## config.mk

```make
export PLATFORM = sky130hd
export DESIGN_NAME = key_matrix_debounce_events
export DESIGN_NICKNAME = d
export VERILOG_FILES = /design/src/hw/rtl/kmde_pkg.sv /design/src/hw/rtl/kmde_datapath.sv /design/src/hw/rtl/kmde_controller.sv /design/src/hw/rtl/key_matrix_debounce_events.sv
export SDC_FILE = /design/constraint.sdc
export NUM_CORES = 1
export LEC_CHECK = 0
export ABC_AREA = 1
export BUFFER_PORTS_ARGS = -buffer_cell sky130_fd_sc_hd__buf_2
export CORE_ASPECT_RATIO = 1.1
export CORE_UTILIZATION = 62
export DETAILED_ROUTE_END_ITERATION = 8
export GPL_TIMING_DRIVEN = 0
export PLACE_DENSITY = 0.79
export SETUP_SLACK_MARGIN = 0.3
export SKIP_LAST_GASP = 1
export SLEW_MARGIN = 20
export SYNTH_ARGS = -nofsm -noshare
export SYNTH_HDL_FRONTEND = slang
export SYNTH_SLANG_ARGS = --single-unit
```

## constraint.sdc

```tcl
create_clock -name clock -period 2.4 [get_ports clock]
set_input_delay 0.12 -clock clock [delete_from_list [all_inputs] [get_ports clock]]
set_output_delay 0.12 -clock clock [all_outputs]
set_load 0.01 [all_outputs]
```

## src/hw/rtl/kmde_pkg.sv

```systemverilog
`timescale 1ns / 1ps
// ----------------------------------------------------------------------------
// kmde_pkg
// shared constants and controller/datapath handshake types for the key
// matrix debounce block
// ----------------------------------------------------------------------------
package kmde_pkg;

   localparam int ROW_COUNT_DEF    = 8;
   localparam int COLUMN_COUNT_DEF = 16;

   // fixed field widths
   localparam int COLUMN_W   = 4;
   localparam int ROW_BITS_W = 8;
   localparam int ROW_IDX_W  = 3;
   localparam int REQ_DATA_W = 16;
   localparam int RSP_DATA_W = 8;
   // wide enough to compare any column with the largest column count
   localparam int COLUMN_EXT_W = 7;

   // event kinds
   localparam logic EVT_KEY    = 1'b0;
   localparam logic EVT_REPORT = 1'b1;

   typedef struct packed {
      logic capture;
      logic update;
      logic emit;
   } ctrl_cmd_type;

   typedef struct packed {
      logic pend_event;
      logic pend_report;
      logic slot_free;
      logic emit_last;
   } ctrl_status_type;

endpackage

```

## src/hw/rtl/kmde_datapath.sv

```systemverilog
`timescale 1ns / 1ps
// ----------------------------------------------------------------------------
// kmde_datapath
// column state memory, debounce logic, change walker and result register
// ----------------------------------------------------------------------------
module kmde_datapath #(
   parameter int ROW_COUNT    = kmde_pkg::ROW_COUNT_DEF,
   parameter int COLUMN_COUNT = kmde_pkg::COLUMN_COUNT_DEF
) (
   input  logic                                clock,
   input  logic                                reset,
   input  kmde_pkg::ctrl_cmd_type              cmd,
   output kmde_pkg::ctrl_status_type           status,
   // column [3:0], row_bits [11:4], zero fill
   input  logic [kmde_pkg::REQ_DATA_W-1:0]     req_tdata,
   input  logic                                req_tlast,
   output logic                                rsp_tvalid,
   input  logic                                rsp_tready,
   // key_row [2:0], key_column [6:3], key_down [7]
   output logic [kmde_pkg::RSP_DATA_W-1:0]     rsp_tdata,
   // event_kind [0]
   output logic                                rsp_tuser,
   output logic                                rsp_tlast
);
   import kmde_pkg::*;

   localparam int CIDX_W = (COLUMN_COUNT > 1) ? $clog2(COLUMN_COUNT) : 1;

   logic [2*ROW_COUNT-1:0]   mem [COLUMN_COUNT];
   logic [COLUMN_COUNT-1:0]  valid_ff, valid_in;

   logic [COLUMN_W-1:0]      col_ff;
   logic [ROW_COUNT-1:0]     sample_ff;
   logic                     end_ff;
   logic                     in_range_ff;
   logic [2*ROW_COUNT-1:0]   rd_ff;
   logic                     rd_valid_ff;

   logic [ROW_COUNT-1:0]     diff_ff, diff_in;
   logic [ROW_COUNT-1:0]     stable_ff, stable_in;
   logic                     rep_pend_ff, rep_pend_in;
   logic                     had_change_ff, had_change_in;

   logic                     rsp_valid_ff, rsp_valid_in;
   logic                     rsp_kind_ff, rsp_kind_in;
   logic [ROW_IDX_W-1:0]     rsp_row_ff, rsp_row_in;
   logic [COLUMN_W-1:0]      rsp_col_ff, rsp_col_in;
   logic                     rsp_down_ff, rsp_down_in;
   logic                     rsp_last_ff, rsp_last_in;

   logic [COLUMN_EXT_W-1:0]  req_col_ext;
   logic [CIDX_W-1:0]        req_idx;
   logic [CIDX_W-1:0]        cur_idx;
   logic [ROW_COUNT-1:0]     prev_raw;
   logic [ROW_COUNT-1:0]     prev_deb;
   logic [ROW_COUNT-1:0]     stable_now;
   logic [ROW_COUNT-1:0]     diff_now;
   logic [ROW_COUNT-1:0]     diff_rest;
   logic [ROW_IDX_W-1:0]     low_row;
   logic                     mem_we;

   function automatic logic req_end_report(input logic                 scan_end,
                                           input logic                 had_change,
                                           input logic [ROW_COUNT-1:0] diff);
      req_end_report = scan_end && (had_change || (diff != '0));
   endfunction

   assign req_col_ext = COLUMN_EXT_W'(req_tdata[COLUMN_W-1:0]);
   assign req_idx     = req_col_ext[CIDX_W-1:0];
   assign cur_idx     = CIDX_W'(COLUMN_EXT_W'(col_ff));

   // stored state, zero until the column has been written once
   assign prev_raw   = rd_valid_ff ? rd_ff[ROW_COUNT-1:0] : '0;
   assign prev_deb   = rd_valid_ff ? rd_ff[2*ROW_COUNT-1:ROW_COUNT] : '0;
   assign stable_now = prev_raw & sample_ff;
   assign diff_now   = in_range_ff ? (prev_deb ^ stable_now) : '0;
   assign mem_we     = cmd.update && in_range_ff;

   // lowest changed row first
   assign diff_rest = diff_ff & (diff_ff - ROW_COUNT'(1));

   always_comb begin
      low_row = '0;
      for (int r = ROW_COUNT - 1; r >= 0; r--) begin
         if (diff_ff[r]) begin
            low_row = ROW_IDX_W'(r);
         end
      end
   end

   always_comb begin
      valid_in      = valid_ff;
      diff_in       = diff_ff;
      stable_in     = stable_ff;
      rep_pend_in   = rep_pend_ff;
      had_change_in = had_change_ff;
      rsp_kind_in   = rsp_kind_ff;
      rsp_row_in    = rsp_row_ff;
      rsp_col_in    = rsp_col_ff;
      rsp_down_in   = rsp_down_ff;
      rsp_last_in   = rsp_last_ff;
      rsp_valid_in  = rsp_valid_ff && !rsp_tready;

      if (mem_we) begin
         valid_in[cur_idx] = 1'b1;
      end

      if (cmd.update) begin
         diff_in   = diff_now;
         stable_in = stable_now;
         if (req_end_report(end_ff, had_change_ff, diff_now)) begin
            rep_pend_in   = 1'b1;
            had_change_in = 1'b0;
         end else begin
            rep_pend_in   = 1'b0;
            had_change_in = had_change_ff || (diff_now != '0);
         end
      end

      if (cmd.emit) begin
         rsp_valid_in = 1'b1;
         if (diff_ff != '0) begin
            rsp_kind_in = EVT_KEY;
            rsp_row_in  = low_row;
            rsp_col_in  = col_ff;
            rsp_down_in = stable_ff[low_row];
            rsp_last_in = (diff_rest == '0) && !rep_pend_ff;
            diff_in     = diff_rest;
         end else begin
            rsp_kind_in = EVT_REPORT;
            rsp_row_in  = '0;
            rsp_col_in  = '0;
            rsp_down_in = 1'b0;
            rsp_last_in = 1'b1;
            rep_pend_in = 1'b0;
         end
      end
   end

   always_ff @(posedge clock) begin
      if (cmd.capture) begin
         rd_ff <= mem[req_idx];
      end
      if (mem_we) begin
         mem[cur_idx] <= {stable_now, sample_ff};
      end
   end

   always_ff @(posedge clock) begin
      if (cmd.capture) begin
         col_ff      <= req_tdata[COLUMN_W-1:0];
         sample_ff   <= req_tdata[COLUMN_W +: ROW_COUNT];
         end_ff      <= req_tlast;
         in_range_ff <= req_col_ext < COLUMN_EXT_W'(COLUMN_COUNT);
         rd_valid_ff <= valid_ff[req_idx];
      end
      stable_ff   <= stable_in;
      rsp_kind_ff <= rsp_kind_in;
      rsp_row_ff  <= rsp_row_in;
      rsp_col_ff  <= rsp_col_in;
      rsp_down_ff <= rsp_down_in;
      rsp_last_ff <= rsp_last_in;
   end

   always_ff @(posedge clock) begin
      if (reset) begin
         valid_ff      <= '0;
         diff_ff       <= '0;
         rep_pend_ff   <= 1'b0;
         had_change_ff <= 1'b0;
         rsp_valid_ff  <= 1'b0;
      end else begin
         valid_ff      <= valid_in;
         diff_ff       <= diff_in;
         rep_pend_ff   <= rep_pend_in;
         had_change_ff <= had_change_in;
         rsp_valid_ff  <= rsp_valid_in;
      end
   end

   assign status.pend_event  = diff_ff != '0;
   assign status.pend_report = rep_pend_ff;
   assign status.slot_free   = !rsp_valid_ff || rsp_tready;
   assign status.emit_last   = (diff_ff != '0) ? ((diff_rest == '0) && !rep_pend_ff) : 1'b1;

   assign rsp_tvalid = rsp_valid_ff;
   assign rsp_tdata  = {rsp_down_ff, rsp_col_ff, rsp_row_ff};
   assign rsp_tuser  = rsp_kind_ff;
   assign rsp_tlast  = rsp_last_ff;

`ifndef NO_ASSERTIONS
   a_last_clears_work: assert property (@(posedge clock) disable iff (reset)
      cmd.emit && status.emit_last |=> (diff_ff == '0) && !rep_pend_ff)
      else $error("work left after final result");

   a_out_of_range_quiet: assert property (@(posedge clock) disable iff (reset)
      cmd.update && !in_range_ff |=> diff_ff == '0)
      else $error("key event for column beyond matrix");

   a_report_clean: assert property (@(posedge clock) disable iff (reset)
      rsp_valid_ff && (rsp_kind_ff == EVT_REPORT) |->
         (rsp_row_ff == '0) && (rsp_col_ff == '0) && !rsp_down_ff && rsp_last_ff)
      else $error("report request with key fields set");
`endif

endmodule

```

## src/hw/rtl/kmde_controller.sv

```systemverilog
`timescale 1ns / 1ps
// ----------------------------------------------------------------------------
// kmde_controller
// sequences capture, state lookup and result emission for one column
// ----------------------------------------------------------------------------
module kmde_controller (
   input  logic                      clock,
   input  logic                      reset,
   input  logic                      req_tvalid,
   output logic                      req_tready,
   input  kmde_pkg::ctrl_status_type status,
   output kmde_pkg::ctrl_cmd_type    cmd
);
   import kmde_pkg::*;

   localparam logic [1:0] ST_IDLE   = 2'd0;
   localparam logic [1:0] ST_LOOKUP = 2'd1;
   localparam logic [1:0] ST_EMIT   = 2'd2;

   logic [1:0] state_ff, state_in;
   logic       work_left;

   assign work_left   = status.pend_event || status.pend_report;
   assign req_tready  = state_ff == ST_IDLE;
   assign cmd.capture = req_tready && req_tvalid;
   assign cmd.update  = state_ff == ST_LOOKUP;
   assign cmd.emit    = (state_ff == ST_EMIT) && work_left && status.slot_free;

   always_comb begin
      state_in = state_ff;
      unique case (state_ff)
         ST_IDLE: begin
            if (cmd.capture) begin
               state_in = ST_LOOKUP;
            end
         end
         ST_LOOKUP: begin
            state_in = ST_EMIT;
         end
         ST_EMIT: begin
            if (!work_left || (cmd.emit && status.emit_last)) begin
               state_in = ST_IDLE;
            end
         end
         default: begin
            state_in = ST_IDLE;
         end
      endcase
   end

   always_ff @(posedge clock) begin
      if (reset) begin
         state_ff <= ST_IDLE;
      end else begin
         state_ff <= state_in;
      end
   end

`ifndef NO_ASSERTIONS
   a_capture_then_lookup: assert property (@(posedge clock) disable iff (reset)
      cmd.capture |=> (state_ff == ST_LOOKUP) && !req_tready)
      else $error("transfer not followed by lookup");

   a_lookup_then_emit: assert property (@(posedge clock) disable iff (reset)
      state_ff == ST_LOOKUP |=> state_ff == ST_EMIT)
      else $error("lookup not followed by emission");
`endif

endmodule

```

## src/hw/rtl/key_matrix_debounce_events.sv

```systemverilog
`timescale 1ns / 1ps
// ----------------------------------------------------------------------------
// key_matrix_debounce_events
// two-sample debounce of a scanned key matrix with key change events
// ----------------------------------------------------------------------------
// Each request transfer carries one scanned column. A key is pressed once two
// consecutive samples of its column show it closed and released as soon as one
// shows it open. Every changed key gives one event (lowest row first); on the
// last column of a scan a report request follows if any key changed during the
// scan. A column occupies the block through its capture, the state lookup and
// one emission per result (one to nine), or one pass through the emit state
// when it causes none, plus any response side stalls: results leave one per
// cycle via the output register, after a registered read of the state memory.
// The next column is taken while the last result still waits to be taken.
// ----------------------------------------------------------------------------
module key_matrix_debounce_events #(
   parameter int ROW_COUNT    = kmde_pkg::ROW_COUNT_DEF,
   parameter int COLUMN_COUNT = kmde_pkg::COLUMN_COUNT_DEF
) (
   input  logic                            clock,
   input  logic                            reset,
   input  logic                            req_tvalid,
   output logic                            req_tready,
   // column [3:0], row_bits [11:4], zero fill
   input  logic [kmde_pkg::REQ_DATA_W-1:0] req_tdata,
   // scan_end
   input  logic                            req_tlast,
   output logic                            rsp_tvalid,
   input  logic                            rsp_tready,
   // key_row [2:0], key_column [6:3], key_down [7]
   output logic [kmde_pkg::RSP_DATA_W-1:0] rsp_tdata,
   // event_kind [0]
   output logic                            rsp_tuser,
   // run_last
   output logic                            rsp_tlast
);
   import kmde_pkg::*;

   ctrl_cmd_type    cmd;
   ctrl_status_type status;

   kmde_controller u_controller (
      .clock      (clock),
      .reset      (reset),
      .req_tvalid (req_tvalid),
      .req_tready (req_tready),
      .status     (status),
      .cmd        (cmd)
   );

   kmde_datapath #(
      .ROW_COUNT    (ROW_COUNT),
      .COLUMN_COUNT (COLUMN_COUNT)
   ) u_datapath (
      .clock      (clock),
      .reset      (reset),
      .cmd        (cmd),
      .status     (status),
      .req_tdata  (req_tdata),
      .req_tlast  (req_tlast),
      .rsp_tvalid (rsp_tvalid),
      .rsp_tready (rsp_tready),
      .rsp_tdata  (rsp_tdata),
      .rsp_tuser  (rsp_tuser),
      .rsp_tlast  (rsp_tlast)
   );

endmodule

```

==> results.md, run 1 <==
- LEAKAGE: between 0.005 and 0.006 uW
- CP startpoint kind: flop
- Detail Placement HPWL: about 22,000 um
- Reg2Reg Depth: 8
- Critical path class: flop to flop
- HP Class: input pin to flop
- Clock transition at path regs: 60 ps
- Outcome: finished clean
- Number of library cell types mapped by synthesis: 34
- DR DRC count: 0
- Data arrival, critical path: about 2500 ps
- CTS tree: yes
- Synth warn: 0
- Final ANT Viol Nets: 0
- Global-route wire length before repair: 51,800 um
- Leading cell types by count after synthesis: edfxtp_1 (304), inv_1 (118), o21ai_0 (81), a21oi_1 (76), mux2i_1 (68)
- Synth area leaders: edfxtp_1 (67%), mux2i_1 (5.0%), dfxtp_1 (4.3%), o211ai_1 (3.6%), inv_1 (3.3%)
- Post-synth design cell area: 0.0135 sq mm
- Synthesized area per cell: 13.3 sq um
- Fin crit period: 2270 ps
- Clock latency on the worst-skew pair: 520 ps
- Ys async rst share: 0%
- Crit-path cells: inv_1, nor2_4, inv_1, buf_6, nor3_1, inv_1, nor2_2, buf_6
- Sequential fraction of the synthesis area: just over 70%
- Root Driver: clkbuf_16
- DR WL/cell: 24.2 um
- Max-cap violation count: 0
- Worst Skew: between 10 and 15 ps
- Final slew viol count: 0
- Drt first-iter violations: 1,115
- Fraction of layout cells with a size suffix above 1: 13.5%
- CP Max Fanout: 10
- Clock sink count: 333
- Post-synth top flop: edfxtp_1
- Layout Utilization: 73.3%
- Post-DR vias/cell: around 6.2
- Largest net degree at the start of global routing: 19
- Ports: 33
- Core box area: 0.0214 sq mm
- Most Frequent Cell on Critical Path: inv_1
- Max Freq: 0.441 GHz
- GR Overflow Total: 0
- Fill cells: 1,303
- Worst endpoint required time: 2610 ps
- Buffers on Ports: 28
- Max stage delay on crit path: 540 ps
- VDD IR max: 0.000602 V
- Tot GR Track Use: 32.4%
- Hold path cells: 3
- Slew Limit Headroom: 42.5%
- Inserted Diodes: 0
- Number of synthesized flops with an enable pin: about 300
- First-pass DRT Iterations: 5
- Final Hold Violating Endpoints: 0
- Die H: around 160 um
- Starting Density: 63.3%
- Crit. End Element: flop
- Largest area contributor in the netlist: edfxtp_1
- Vias in the first global route: between 8,000 and 9,000
- Initial antenna violation count: 0
- Register area: 0.00971 sq mm
- Via count: 8,943
- Fin crit share: 94.5%
- Footprint of the multi-input gates: approximately 0.0032 sq mm
- Die area: 0.0224 sq mm
- Gpl congestion: 0.875
- FP Rows: 56
- Total power: 12,600 uW
- NumNets Final: 1,140
- Chip width: 143 um
- Routed WL: 34,700 um
- Most common cell in the synthesized netlist: edfxtp_1
- Syn Nets: 1,039
- Pwr dens: around 810 mW/mm^2
- Share of the synthesized area in the top cell type: 67.5%
- RSZ-0062 raised after global routing: true
- CTS max path bufs: 3
- CTS Buf Count: 34
- Synthesized instance count: between 1,000 and 1,500
- Area Growth Syn to Fin: 15.8%
- CP max stage cell: nor2_2
- Final Setup Violations: 0
- FF+latch count, synth: 333
- Total Neg Setup Slack: 0 ps
- H-tree depth: 2
- Worst Tran Pin Value: 862 ps
==> kinds of logic (layout without fill, tap and decap cells) <==
logic type	after synthesis	in the layout	synth area share, %
AND/OR/NAND/NOR	178	178	5.84
buffers and inverters	176	301	5.67
AO/OA/AOI/OAI	255	255	11.2
flip-flops	333	333	71.8
multiplexers	68	68	5.03
XOR/XNOR	8	8	0.518
==> routing by layer <==
metal  global-route usage [%]  vias to the layer above  wire [um]
met5                        0                        -          0
met3                     7.12                      153       3640
met2                     53.1                      605      16900
met1                     40.3                     4302      12400
li1                         -                     3883          -
met4                     18.4                        0       1810
==> per-stage QoR <==
step | cell area (sq um) | std cells | hold slack, ps | worst slack, ps
after global routing | 15700 | 1433 | 155 | 115
after global placement | 14000 | 1336 | 297 | -491
after floorplan | 13500 | 1018 | 197 | 350
final | 15700 | 1433 | 132 | 132
after detailed placement | 14300 | 1353 | 298 | 62.2
after CTS | 15600 | 1430 | 136 | 230
==> final timing paths <==
path                                                from                     end  slack, ps
worst min-delay path                          req_tvalid       u_datapath.end_ff        130
worst max register to register  u_controller.state_ff[0]   u_datapath.mem[10][0]        130
worst min register to register    u_datapath.valid_ff[5]  u_datapath.valid_ff[5]        470
worst max-delay path            u_controller.state_ff[0]   u_datapath.mem[10][0]        130
==> layout by cell type, fill, tap and decap left out, types with 4 or more instances in the layout <==
cell / n
dfxtp_1: 29
nor2_2: 11
dlygate4sd3_1: 16
edfxtp_1: 304
nand3_1: 35
buf_4: 9
nor3_1: 5
clkbuf_1: 41
buf_6: 11
buf_8: 15
nand2_1: 67
mux2i_1: 68
a21oi_1: 76
o211ai_1: 65
nor2_4: 13
o21ai_0: 81
inv_1: 118
clkinv_1: 8
nand4_1: 5
buf_2: 35
o21a_1: 9
o21ai_2: 5
o21ai_1: 14
nand2_4: 4
xnor2_1: 4
nor2_1: 36
clkbuf_16: 37
xor2_1: 4
==> state kept, by name, summed over array words and instances (netlist names), 2 cells and up <==
register,flops
u_controller.state_ff,2
u_datapath.rd_ff,16
u_datapath.rsp_row_ff,3
u_datapath.valid_ff,16
u_datapath.diff_ff,8
u_datapath.rsp_col_ff,4
u_datapath.sample_ff,8
u_datapath.mem,256
u_datapath.stable_ff,8
u_datapath.col_ff,4
==> power breakdown <==
part | total, uW | internal [uW] | leakage (uW) | switching (uW)
registers | 6550 | 6470 | 0.00294 | 85.2
clock network | 5160 | 3050 | 0.000526 | 2100
logic | 928 | 288 | 0.00227 | 641
total | 12600 | 9810 | 0.00573 | 2830
==> layout make-up <==
| cell class | instances | share of cell area, % |
|---|---|---|
| flip-flops and latches | 333 | 62.0 |
| multi-input cells | 509 | 20.1 |
| clock buffers | 49 | 6.26 |
| repair buffers | 65 | 3.77 |
| inverters | 122 | 2.92 |
| well taps | 290 | 2.32 |
| plain buffers | 54 | 1.98 |
| clock inverters | 11 | 0.647 |
==> critical path, delay by kind of cell (launching register included) <==
family | cells | cell delay [ps]
buf+inv | 5 | 770
flops | 1 | 350
simple gates | 3 | 840
==> what timing repair did <==
item                                   in CTS  in global routing
endpoints found under the hold margin      16                  0
gates resized for setup                     3                  9
setup buffers                               1                  3
pin swaps                                   1                  0
hold buffers                               16                  0
setup endpoints to repair                  42                115
Note: power is estimated with default switching activity, not from simulation.
==> run 2: changes to the inputs <==
--- a/config.mk
+++ b/config.mk
@@ -6,10 +6,10 @@
 export NUM_CORES = 1
 export LEC_CHECK = 0
 export ABC_AREA = 1
-export BUFFER_PORTS_ARGS = -buffer_cell sky130_fd_sc_hd__buf_2
 export CORE_ASPECT_RATIO = 1.1
-export CORE_UTILIZATION = 62
+export CORE_UTILIZATION = 63
 export DETAILED_ROUTE_END_ITERATION = 8
+export DONT_BUFFER_PORTS = 1
 export GPL_TIMING_DRIVEN = 0
 export PLACE_DENSITY = 0.79
 export SETUP_SLACK_MARGIN = 0.3
==> results.md, run 2 (synthesis results as in run 1) <==
- Outcome: finished clean
- Core box area: 0.0208 sq mm
- Ports: 33
- HP Class: input pin to flop
- CP startpoint kind: flop
- Gpl congestion: 0.890
- Chip width: 142 um
- Vias in the first global route: 8,669
- CP Max Fanout: 12
- Pwr dens: approximately 800 mW/mm^2
- Die H: 156 um
- Tot GR Track Use: 32.1%
- NumNets Final: ~1,100
- CTS Buf Count: 31
- Post-DR vias/cell: about 6.3
- Final Setup Violations: 0
- Clock transition at path regs: 70 ps
- Commonest non-fill, non-tap cell in the layout: edfxtp_1
- Layout Utilization: 74.6%
- Fin crit share: between 80% and 90%
- Root Driver: clkbuf_16
- Placed instance count: approximately 1,300
- Starting Density: ~65%
- First-pass DRT Iterations: 5
- Buffers on Ports: 0
- Largest net degree at the start of global routing: 19
- Max Freq: 0.491 GHz
- Drt first-iter violations: 1,203
- DR WL/cell: 24.5 um
- LEAKAGE: 0.00561 uW
- Crit. End Element: flop
- Initial antenna violation count: 0
- CTS max path bufs: 3
- Global-route wire length before repair: 51,200 um
- Area Growth Syn to Fin: 14.6%
- Final Hold Violating Endpoints: 0
- Regs by FF count: u_datapath.mem: 256 flops, u_datapath.rd_ff: 16 flops, u_datapath.valid_ff: 16 flops
- GR Overflow Total: 0
- Slew Limit Headroom: approximately 44%
- VDD IR max: 0.000672 V
- Die area: 0.0221 sq mm
- Final instance area: ~0.015 sq mm
- Inserted Diodes: 0
- Routed WL: 34,400 um
- Fraction of layout cells with a size suffix above 1: between 10 and 15%
- Worst Tran Pin Value: roughly 830 ps
- Hold WS: slightly above 70 ps
- Worst Skew: 7.97 ps
- Data arrival, critical path: 2290 ps
- H-tree depth: 1
- Placed inst area: 0.0142 sq mm
- Fill cells: 1,277
- Fin crit period: 2040 ps
- Most frequent cells in the layout: edfxtp_1 (304), inv_1 (117), o21ai_0 (81)
- Total Neg Setup Slack: 0 ps
- Via count: 8,904
- Reg with most FFs: u_datapath.mem
- Final slew viol count: 0
- Critical path class: flop to flop
- Final std cells w/o fill: 1,403
- Max reg flops: approximately 260
- DR DRC count: 0
- Detail Placement HPWL: 21,600 um
- FP Rows: 55
- Clock latency on the worst-skew pair: approximately 560 ps
- Worst endpoint required time: around 2700 ps
- RSZ-0062 raised after global routing: true
- Clock sink count: 333
- Final ANT Viol Nets: 0
- CTS tree: yes
- Max-cap violation count: 0
## run 2: cell types whose count changed in the layout (fill, tap and decap cells not counted), moves of 6 or more
| cell | change |
|---|---|
| buf_6 | +7 |
| clkbuf_1 | -9 |
| buf_8 | -9 |
| buf_2 | -28 |
| clkinv_2 | +7 |
| clkbuf_16 | -6 |
## run 2: final timing paths
path / start / endpoint / slack (ps) / cells past startpoint
max: u_controller.state_ff[0] / u_datapath.mem[4][11] / 360 / 7
min: reset / u_datapath.valid_ff[13] / 70 / 2
max reg2reg: u_controller.state_ff[0] / u_datapath.mem[4][11] / 360 / 7
min reg2reg: u_datapath.valid_ff[10] / u_datapath.valid_ff[10] / 460 / 1
## run 2: critical path, stage by stage (launching register included)
cell	delay (ps)
dfxtp_1	360
inv_1	90
nor2_4	170
inv_1	100
nor3_1	160
inv_1	170
nor2_2	400
buf_6	270
## run 2: cell type report
class | count | area [sq um] | area share [%]
clock buffers | 33 | 793 | 5.12
repair buffers | 43 | 482 | 3.11
multi-input cells | 509 | 3160 | 20.4
flip-flops and latches | 333 | 9710 | 62.6
clock inverters | 24 | 230 | 1.49
well taps | 285 | 357 | 2.30
plain buffers | 54 | 309 | 1.99
inverters | 122 | 458 | 2.95
## run 2: where the power goes
part           internal [uW]  total (uW)  leakage, uW  switching, uW
clock                   2820        4920     0.000495           2100
combinational            275         911      0.00218            636
sequential              6470        6560      0.00294           89.8
## run 2: layer usage
metal / track usage [%] / vias to the layer above / part of all wire, %
met3: 6.26 / 121 / 11
met4: 15.2 / 0 / 4.7
met2: 52.2 / 640 / 48
met1: 42.1 / 4306 / 36
li1: - / 3837 / -
met5: 0 / - / 0
## run 2: what timing repair did
item | in CTS | in global routing
setup buffers | 2 | 9
resized for setup | 7 | 4
pin swaps | 1 | 6
endpoints found under the hold margin | 38 | 0
hold buffers | 17 | 0
endpoints found under the setup margin | 79 | 135
## run 2: per-stage QoR
step	total power (uW)	setup WS, ps
after floorplan	7200	350
after global placement	7460	-555
after detailed placement	7510	-103
after CTS	12400	274
after global routing	12700	198
final	12400	362
